--- config.mk ---
export PLATFORM = sky130hd
export DESIGN_NAME = stbs_engine_flat
export DESIGN_NICKNAME = d
export VERILOG_FILES = /design/src/design/stbs_pkg.sv /design/src/design/stbs_channels.sv /design/src/design/stbs_engine.sv /design/src/flat_wrapper.sv
export SDC_FILE = /design/constraint.sdc
export NUM_CORES = 1
export LEC_CHECK = 0
export BUFFER_PORTS_ARGS = -buffer_cell sky130_fd_sc_hd__clkbuf_2
export CAP_MARGIN = 15
export CORE_MARGIN = 2
export CORE_UTILIZATION = 50
export CTS_CLUSTER_DIAMETER = 30
export DETAILED_ROUTE_END_ITERATION = 16
export GPL_TIMING_DRIVEN = 0
export PLACE_DENSITY = 0.71
export SLEW_MARGIN = 20
export SYNTH_ARGS = -nofsm -noshare
export SYNTH_HDL_FRONTEND = slang
export SYNTH_SLANG_ARGS = --single-unit
--- constraint.sdc ---
create_clock -name clk -period 4.5 [get_ports clk]
set_clock_uncertainty 0.2 [all_clocks]
set_input_delay 0.675 -clock clk [delete_from_list [all_inputs] [get_ports clk]]
set_output_delay 0.675 -clock clk [all_outputs]
set_load 0.02 [all_outputs]
--- src/design/stbs_pkg.sv ---
// ----------------------------------------------------------------------------
// Sorted table binary search package
// Field types, command and order codes, FSM states and the result record.
// ----------------------------------------------------------------------------
package stbs_pkg;

  // Payload field types.
  typedef logic [1:0] cmd_t;
  typedef logic [7:0] length_t;
  typedef logic [9:0] index_t;
  typedef logic [1:0] order_t;

  // Command codes.
  localparam cmd_t CMD_CLEAR  = 2'd0;
  localparam cmd_t CMD_APPEND = 2'd1;
  localparam cmd_t CMD_SEARCH = 2'd2;

  // Table order codes.
  localparam order_t ORDER_UNSORTED   = 2'd0;
  localparam order_t ORDER_ASCENDING  = 2'd1;
  localparam order_t ORDER_DESCENDING = 2'd2;

  // Engine states.
  typedef enum logic [1:0] {
    ST_IDLE,
    ST_ISSUE,
    ST_COMPARE,
    ST_RESULT
  } state_t;

  // One search result.
  typedef struct packed {
    logic   found;
    index_t match_index;
    order_t table_order;
  } result_t;

endpackage

--- src/design/stbs_channels.sv ---
// ----------------------------------------------------------------------------
// Sorted table binary search channels
// Valid/ready interfaces for the command stream and the result stream.
// ----------------------------------------------------------------------------
interface stbs_in_if;
  logic              valid;
  logic              ready;
  stbs_pkg::cmd_t    cmd;
  stbs_pkg::length_t entry_length;
  stbs_pkg::length_t key_length;

  modport source (output valid, output cmd, output entry_length, output key_length,
                  input ready);
  modport sink   (input valid, input cmd, input entry_length, input key_length,
                  output ready);
endinterface

interface stbs_out_if;
  logic              valid;
  logic              ready;
  logic              found;
  stbs_pkg::index_t  match_index;
  stbs_pkg::order_t  table_order;

  modport source (output valid, output found, output match_index, output table_order,
                  input ready);
  modport sink   (input valid, input found, input match_index, input table_order,
                  output ready);
endinterface

--- src/design/stbs_engine.sv ---
// ----------------------------------------------------------------------------
// Search engine
// Tracks table order on appends and runs the binary search probe loop
// against the key memory, each probe an issue state then a compare state.
// ----------------------------------------------------------------------------
module stbs_engine #(
  parameter int TABLE_DEPTH = 1024,
  parameter int KEY_BITS    = 8
) (
  input  logic                           clk,
  input  logic                           rst_n,
  stbs_in_if.sink                        in_ch,
  stbs_out_if.source                     out_ch,
  output logic                           mem_wr_en,
  output logic [$clog2(TABLE_DEPTH)-1:0] mem_wr_addr,
  output logic [KEY_BITS-1:0]            mem_wr_data,
  output logic                           mem_rd_en,
  output logic [$clog2(TABLE_DEPTH)-1:0] mem_rd_addr,
  input  logic [KEY_BITS-1:0]            mem_rd_data
);
  import stbs_pkg::*;

  localparam int ADDR_W = $clog2(TABLE_DEPTH);
  localparam int CNT_W  = $clog2(TABLE_DEPTH + 1);

  state_t              state_r, state_nxt;
  logic [CNT_W-1:0]    count_r;
  logic                saw_rise_r;
  logic                saw_fall_r;
  logic [KEY_BITS-1:0] last_r;
  logic [KEY_BITS-1:0] key_r;
  order_t              order_r;
  logic [CNT_W-1:0]    lo_r;
  logic [CNT_W-1:0]    hi_r;
  logic [ADDR_W-1:0]   mid_r;
  result_t             res_r;
  result_t             out_r;
  logic                out_valid_r;

  logic                in_fire;
  logic                result_load;
  logic [31:0]         entry_ext;
  logic [31:0]         key_ext;
  logic [31:0]         mid_ext;
  logic [KEY_BITS-1:0] entry_key;
  logic [KEY_BITS-1:0] search_key;
  logic                table_full;
  order_t              order_now;
  logic [CNT_W:0]      mid_sum;
  logic [ADDR_W-1:0]   mid;
  logic                hit;
  logic                go_left;
  logic [CNT_W-1:0]    lo_upd;
  logic [CNT_W-1:0]    hi_upd;
  logic                range_empty;

  // Key values narrowed or widened to the stored key width.
  assign entry_ext  = 32'(in_ch.entry_length);
  assign key_ext    = 32'(in_ch.key_length);
  assign entry_key  = entry_ext[KEY_BITS-1:0];
  assign search_key = key_ext[KEY_BITS-1:0];
  assign mid_ext    = 32'(mid_r);

  assign in_fire    = in_ch.valid && in_ch.ready;
  assign table_full = (count_r >= CNT_W'(TABLE_DEPTH));

  // Table direction from the recorded rises and falls.
  always_comb begin
    if (saw_rise_r && !saw_fall_r) begin
      order_now = ORDER_ASCENDING;
    end else if (saw_fall_r && !saw_rise_r) begin
      order_now = ORDER_DESCENDING;
    end else begin
      order_now = ORDER_UNSORTED;
    end
  end

  // Probe address over the half-open range [lo, hi).
  assign mid_sum = {1'b0, lo_r} + {1'b0, hi_r} - (CNT_W+1)'(1);
  assign mid     = mid_sum[ADDR_W:1];

  // Probe outcome and the narrowed range.
  assign hit     = (mem_rd_data == key_r);
  assign go_left = (order_r == ORDER_ASCENDING) ? (mem_rd_data > key_r)
                                                : (mem_rd_data < key_r);
  assign lo_upd  = go_left ? lo_r : (CNT_W'(mid_r) + CNT_W'(1));
  assign hi_upd  = go_left ? CNT_W'(mid_r) : hi_r;
  assign range_empty = !(lo_upd < hi_upd);

  // Next state.
  always_comb begin
    state_nxt = state_r;
    unique case (state_r)
      ST_IDLE: begin
        if (in_fire && (in_ch.cmd == CMD_SEARCH)) begin
          state_nxt = (order_now == ORDER_UNSORTED) ? ST_RESULT : ST_ISSUE;
        end
      end
      ST_ISSUE: begin
        state_nxt = ST_COMPARE;
      end
      ST_COMPARE: begin
        state_nxt = (hit || range_empty) ? ST_RESULT : ST_ISSUE;
      end
      ST_RESULT: begin
        if (!out_valid_r || out_ch.ready) begin
          state_nxt = ST_IDLE;
        end
      end
      default: state_nxt = ST_IDLE;
    endcase
  end

  // State outputs.
  always_comb begin
    in_ch.ready = 1'b0;
    mem_rd_en   = 1'b0;
    result_load = 1'b0;
    unique case (state_r)
      ST_IDLE:    in_ch.ready = 1'b1;
      ST_ISSUE:   mem_rd_en   = 1'b1;
      ST_COMPARE: ;
      ST_RESULT:  result_load = !out_valid_r || out_ch.ready;
      default:    ;
    endcase
  end

  // Memory write on an append to a table with room left.
  assign mem_wr_en   = in_fire && (in_ch.cmd == CMD_APPEND) && !table_full;
  assign mem_wr_addr = count_r[ADDR_W-1:0];
  assign mem_wr_data = entry_key;
  assign mem_rd_addr = mid;

  // State register.
  always_ff @(posedge clk) begin
    if (!rst_n) begin
      state_r <= ST_IDLE;
    end else begin
      state_r <= state_nxt;
    end
  end

  // Table bookkeeping: clear and append.
  always_ff @(posedge clk) begin
    if (!rst_n) begin
      count_r    <= '0;
      saw_rise_r <= 1'b0;
      saw_fall_r <= 1'b0;
      last_r     <= '0;
    end else if (in_fire) begin
      case (in_ch.cmd)
        CMD_CLEAR: begin
          count_r    <= '0;
          saw_rise_r <= 1'b0;
          saw_fall_r <= 1'b0;
          last_r     <= '0;
        end
        CMD_APPEND: begin
          if (!table_full) begin
            if (count_r != '0) begin
              if (entry_key > last_r) saw_rise_r <= 1'b1;
              if (entry_key < last_r) saw_fall_r <= 1'b1;
            end
            last_r  <= entry_key;
            count_r <= count_r + CNT_W'(1);
          end
        end
        default: ;
      endcase
    end
  end

  // Search datapath: range bounds, probe index and staged result.
  always_ff @(posedge clk) begin
    if (state_r == ST_IDLE && in_fire && in_ch.cmd == CMD_SEARCH) begin
      key_r                 <= search_key;
      order_r               <= order_now;
      lo_r                  <= '0;
      hi_r                  <= count_r;
      res_r.found           <= 1'b0;
      res_r.match_index     <= '0;
      res_r.table_order     <= order_now;
    end
    if (state_r == ST_ISSUE) begin
      mid_r <= mid;
    end
    if (state_r == ST_COMPARE) begin
      lo_r <= lo_upd;
      hi_r <= hi_upd;
      if (hit) begin
        res_r.found       <= 1'b1;
        res_r.match_index <= mid_ext[9:0];
      end
    end
  end

  // Output register; holds a result until its transfer.
  always_ff @(posedge clk) begin
    if (!rst_n) begin
      out_valid_r <= 1'b0;
    end else if (result_load) begin
      out_valid_r <= 1'b1;
    end else if (out_ch.ready) begin
      out_valid_r <= 1'b0;
    end
  end

  always_ff @(posedge clk) begin
    if (result_load) begin
      out_r <= res_r;
    end
  end

  assign out_ch.valid       = out_valid_r;
  assign out_ch.found       = out_r.found;
  assign out_ch.match_index = out_r.match_index;
  assign out_ch.table_order = out_r.table_order;

endmodule

--- src/flat_wrapper.sv ---
// flat-port wrapper written by rule: the top's interface ports become plain ports
module stbs_engine_flat import stbs_pkg::*;
#(
  parameter int TABLE_DEPTH = 1024,
  parameter int KEY_BITS    = 8
)
  (clk, rst_n, mem_wr_en, mem_wr_addr, mem_wr_data, mem_rd_en, mem_rd_addr, mem_rd_data, in_ch_valid, in_ch_cmd, in_ch_entry_length, in_ch_key_length, in_ch_ready, out_ch_valid, out_ch_found, out_ch_match_index, out_ch_table_order, out_ch_ready);
  stbs_in_if in_ch_i ();
  stbs_out_if out_ch_i ();
  input  logic clk;
  input  logic rst_n;
  output logic mem_wr_en;
  output logic [$clog2(TABLE_DEPTH)-1:0] mem_wr_addr;
  output logic [KEY_BITS-1:0] mem_wr_data;
  output logic mem_rd_en;
  output logic [$clog2(TABLE_DEPTH)-1:0] mem_rd_addr;
  input  logic [KEY_BITS-1:0] mem_rd_data;
  input wire logic [$bits(in_ch_i.valid)-1:0] in_ch_valid;
  input wire logic [$bits(in_ch_i.cmd)-1:0] in_ch_cmd;
  input wire logic [$bits(in_ch_i.entry_length)-1:0] in_ch_entry_length;
  input wire logic [$bits(in_ch_i.key_length)-1:0] in_ch_key_length;
  output wire logic [$bits(in_ch_i.ready)-1:0] in_ch_ready;
  output wire logic [$bits(out_ch_i.valid)-1:0] out_ch_valid;
  output wire logic [$bits(out_ch_i.found)-1:0] out_ch_found;
  output wire logic [$bits(out_ch_i.match_index)-1:0] out_ch_match_index;
  output wire logic [$bits(out_ch_i.table_order)-1:0] out_ch_table_order;
  input wire logic [$bits(out_ch_i.ready)-1:0] out_ch_ready;
  assign in_ch_i.valid = in_ch_valid;
  assign in_ch_i.cmd = in_ch_cmd;
  assign in_ch_i.entry_length = in_ch_entry_length;
  assign in_ch_i.key_length = in_ch_key_length;
  assign in_ch_ready = in_ch_i.ready;
  assign out_ch_valid = out_ch_i.valid;
  assign out_ch_found = out_ch_i.found;
  assign out_ch_match_index = out_ch_i.match_index;
  assign out_ch_table_order = out_ch_i.table_order;
  assign out_ch_i.ready = out_ch_ready;
  stbs_engine #(.TABLE_DEPTH(TABLE_DEPTH), .KEY_BITS(KEY_BITS)) u_core (.clk(clk), .rst_n(rst_n), .in_ch(in_ch_i), .out_ch(out_ch_i), .mem_wr_en(mem_wr_en), .mem_wr_addr(mem_wr_addr), .mem_wr_data(mem_wr_data), .mem_rd_en(mem_rd_en), .mem_rd_addr(mem_rd_addr), .mem_rd_data(mem_rd_data));
endmodule
==> summary.md <==
| Metric | Value |
|---|---|
| Outcome | finished, final reports clean |
| CTS tree | yes |
| Post-synth design cell area | ~5000 µm² |
| Commonest non-fill, non-tap cell in the layout | clkbuf_2 |
| Nets | between 600 and 700 |
| Setup TNS | 0 ps |
| Mapped Cells | 507 |
| Post-synth net total | a little under 600 |
| CTS buffer count | 9 |
| Clock-pin slew on the worst setup and hold paths | 70 ps |
| Slowest library cell on the worst path | or4_1 |
| Post-route clock period utilization | roughly 88% |
| Post-synthesis cell type count | 45 |
| Max cap viols | 0 |
| First-pass GRT wire length | roughly 17 mm |
| Core footprint | 9770 µm² |
| Cells on worst reg2reg path | 17 |
| Die Width | ~100 µm |
| Design area | around 5700 µm² |
| YS warnings | 0 |
| Worst reg2reg startpoint | u_core.key_r[1] |
| Fmax | roughly 250 MHz |
| Worst path cell trace | inv_1 > ha_1 > inv_1 > ha_1 > a21o_1 > a21oi_2 > o21ai_1 > or4_1 > a41o_1 > a21oi_2 > xnor2_1 > clkbuf_2 |
| Vias per cell | about 5.1 |
| Worst Path Arrival | 3090 ps |
| Drt drc | 0 |
| Routed wire length | 9.95 mm |
| Min-delay src | u_core.res_r[2] |
| Pwr per Cell Area | between 400 and 500 nW/µm² |
| Clock sink count | 90 |
| Number of nets with antenna violations after routing | 0 |
| Antenna diode count | 0 |
| Slew @ Worst Pin | about 1000 ps |
| Die Span Y | around 100 µm |
| Max rail drop VDD | around 0.17 mV |
| Hold slack | ~230 ps |
| Final Setup Violations | 0 |
| Hold Path Class | register to register |
| Initial Utilization | 51.4% |
| Worst reg2reg setup slack | about 900 ps |
| Vias in the first global route | between 3000 and 4000 |
| Crit path time final | slightly below 4000 ps |
| Final hold vios | 0 |
| Max clock buf depth | 2 |
| Placed Instance Area | approximately 5600 µm² |
| Critical Path End | mem_rd_addr[9] |
| Gr usage total | just under 20% |
| Worst Setup Start Kind | register |
| H-tree Lvls | 3 |
| Synth Register Bits | 90 |
| Drt pass-1 iters | 4 |
| Leakage | between 2 and 2.5 nW |
| Total die area | approximately 11000 µm² |
| RSZ-0062 raised after global routing | no |
| Post-CTS Setup Inserts | 0 |
| Post-DP HPWL | a little under 8 mm |
| First-iteration detailed-routing DRC count | between 150 and 200 |
| Clk_lat worst skew | between 300 and 400 ps |
| Layout cells sized above 1 | between 20% and 30% |
| # rows | 36 |
| Sequential element share of the synthesized area | 46.8% |
| Grt total ovfl | 0 |
| Initial antenna violation count | 0 |
| IO buf count | 74 |
| Via count | 3718 |
| Slew headroom | between 30% and 40% |
| I/O pin total | 75 |
| Max incr delay on CP | between 400 and 500 ps |
| Critical path required time | around 3600 ps |
| Cts hold-fix bufs | 0 |
| Wire per inst | between 10 and 15 µm |
| Crit path max fanout | 2 |
| CP Class | register to primary output |
| Avg Cell Area, Syn | around 9.9 µm² |
| Area grow syn2layout | 14.4% |
| CTS resizes | 0 |
| Finished Core Util | between 50 and 60% |
| R2R Path End | u_core.state_r[1] |
| FILL cells | 861 |
| Fin. max-slew vios | 0 |
| Most frequent cells in the layout | 74 x clkbuf_2, 66 x nand2_1, 61 x inv_1, 55 x edfxtp_1, 49 x ha_1 |
| Gpl congestion | 0.828 |
| Worst setup EP type | primary output |
| Worst Setup SP | u_core.hi_r[2] |
| Largest net degree at the start of global routing | 23 |
| CTS Root Cell | clkbuf_8 |
critical path, delay by kind of cell (launching register included):
kind,cells,cell delay [ps]
buf+inv,3,310
xor+xnor,1,150
fa+ha+maj,2,610
compound gates,5,860
flops,1,380
simple gates,1,440
routing by layer:
| metal | track usage (%) | vias to the layer above | wire length, µm |
|---|---|---|---|
| met2 | 33.5 | 98 | 4870 |
| met4 | 7.05 | 0 | 228 |
| met3 | 4.26 | 21 | 503 |
| met1 | 24.9 | 1727 | 4350 |
| li1 | - | 1872 | - |
| met5 | 0 | - | 0 |
cell type report:
| type | count | area [µm²] | share of cell area, % |
|---|---|---|---|
| clock inverter | 4 | 43.8 | 0.762 |
| multi-input combinational | 324 | 2230 | 38.8 |
| buffer | 32 | 216 | 3.76 |
| timing repair buffer | 74 | 370 | 6.44 |
| clock buffer | 11 | 141 | 2.46 |
| sequential | 90 | 2350 | 40.9 |
| tap | 133 | 166 | 2.89 |
| inverter | 61 | 229 | 3.98 |
per-stage QoR:
step | power, mW | setup WS (ps) | std cells
after floorplan | 1.67 | 1040 | 507
after global placement | 1.89 | 631 | 714
after detailed placement | 1.91 | 558 | 714
after CTS | 2.45 | 500 | 729
after global routing | 2.59 | 317 | 729
final | 2.42 | 531 | 729
power by group:
group	switching, mW	internal, mW
logic	0.517	0.341
clock network	0.267	0.266
registers	0.0511	0.982
state kept, by name, indices dropped and copies added (netlist names):
name / count
u_core.count_r: 11
u_core.hi_r: 11
u_core.key_r: 8
u_core.last_r: 8
u_core.lo_r: 11
u_core.mid_r: 10
u_core.order_r: 2
u_core.out_ch.found: 1
u_core.out_ch.match_index: 10
u_core.out_ch.table_order: 2
u_core.out_ch.valid: 1
u_core.res_r: 11
u_core.saw_fall_r: 1
u_core.saw_rise_r: 1
u_core.state_r: 2
cell usage after synthesis (all sizes together):
cell	instances	area [µm²]
a41o	1	10.0
buf	23	183
clkbuf	9	33.8
mux2	4	45.0
o211ai	2	15.0
a21oi	30	158
a211oi	4	35.0
edfxtp	55	1650
and3	3	18.8
a31oi	1	6.26
o21a	1	7.51
nand2	66	248
nand2b	5	31.3
nor2b	15	93.8
or4	1	7.51
mux2i	16	160
o21ai	31	155
or3b	1	8.76
nand3	10	50.1
ha	49	613
or3	3	20.0
a21o	9	67.6
a211o	1	8.76
dfxtp	35	701
nor4b	1	8.76
or2	4	25.0
o31a	1	8.76
fa	1	20.0
nand4	9	56.3
a32oi	1	8.76
xor2	7	61.3
xnor2	18	158
nor2	25	96.4
nor3	2	10.0
inv	61	229
nand4b	1	8.76
nor4	1	6.26
how the worst min path moves through the flow:
stage,slack [ps],cells past startpoint,to
5_1_grt,250,0,u_core.out_ch.match_index[4]
3_5_place_dp,220,0,u_core.out_ch.match_index[0]
4_1_cts,240,0,u_core.out_ch.match_index[0]
3_3_place_gp,210,0,u_core.out_ch.match_index[5]
6_report,230,0,u_core.out_ch.match_index[0]
2_1_floorplan,210,0,u_core.out_ch.match_index[0]
logic make-up (layout without fill, tap and decap cells):
logic type,after synthesis,count (layout),synth area share [%]
AOI/OAI and AO/OA,82,82,9.56
xor gates and xnor gates,25,25,4.36
adders and majority gates,50,50,12.6
and+or+nand+nor,147,147,13.7
DFF,90,90,46.8
muxes,20,20,4.08
buffers and inverters,93,182,8.86
(Power assumes the default switching activity.)
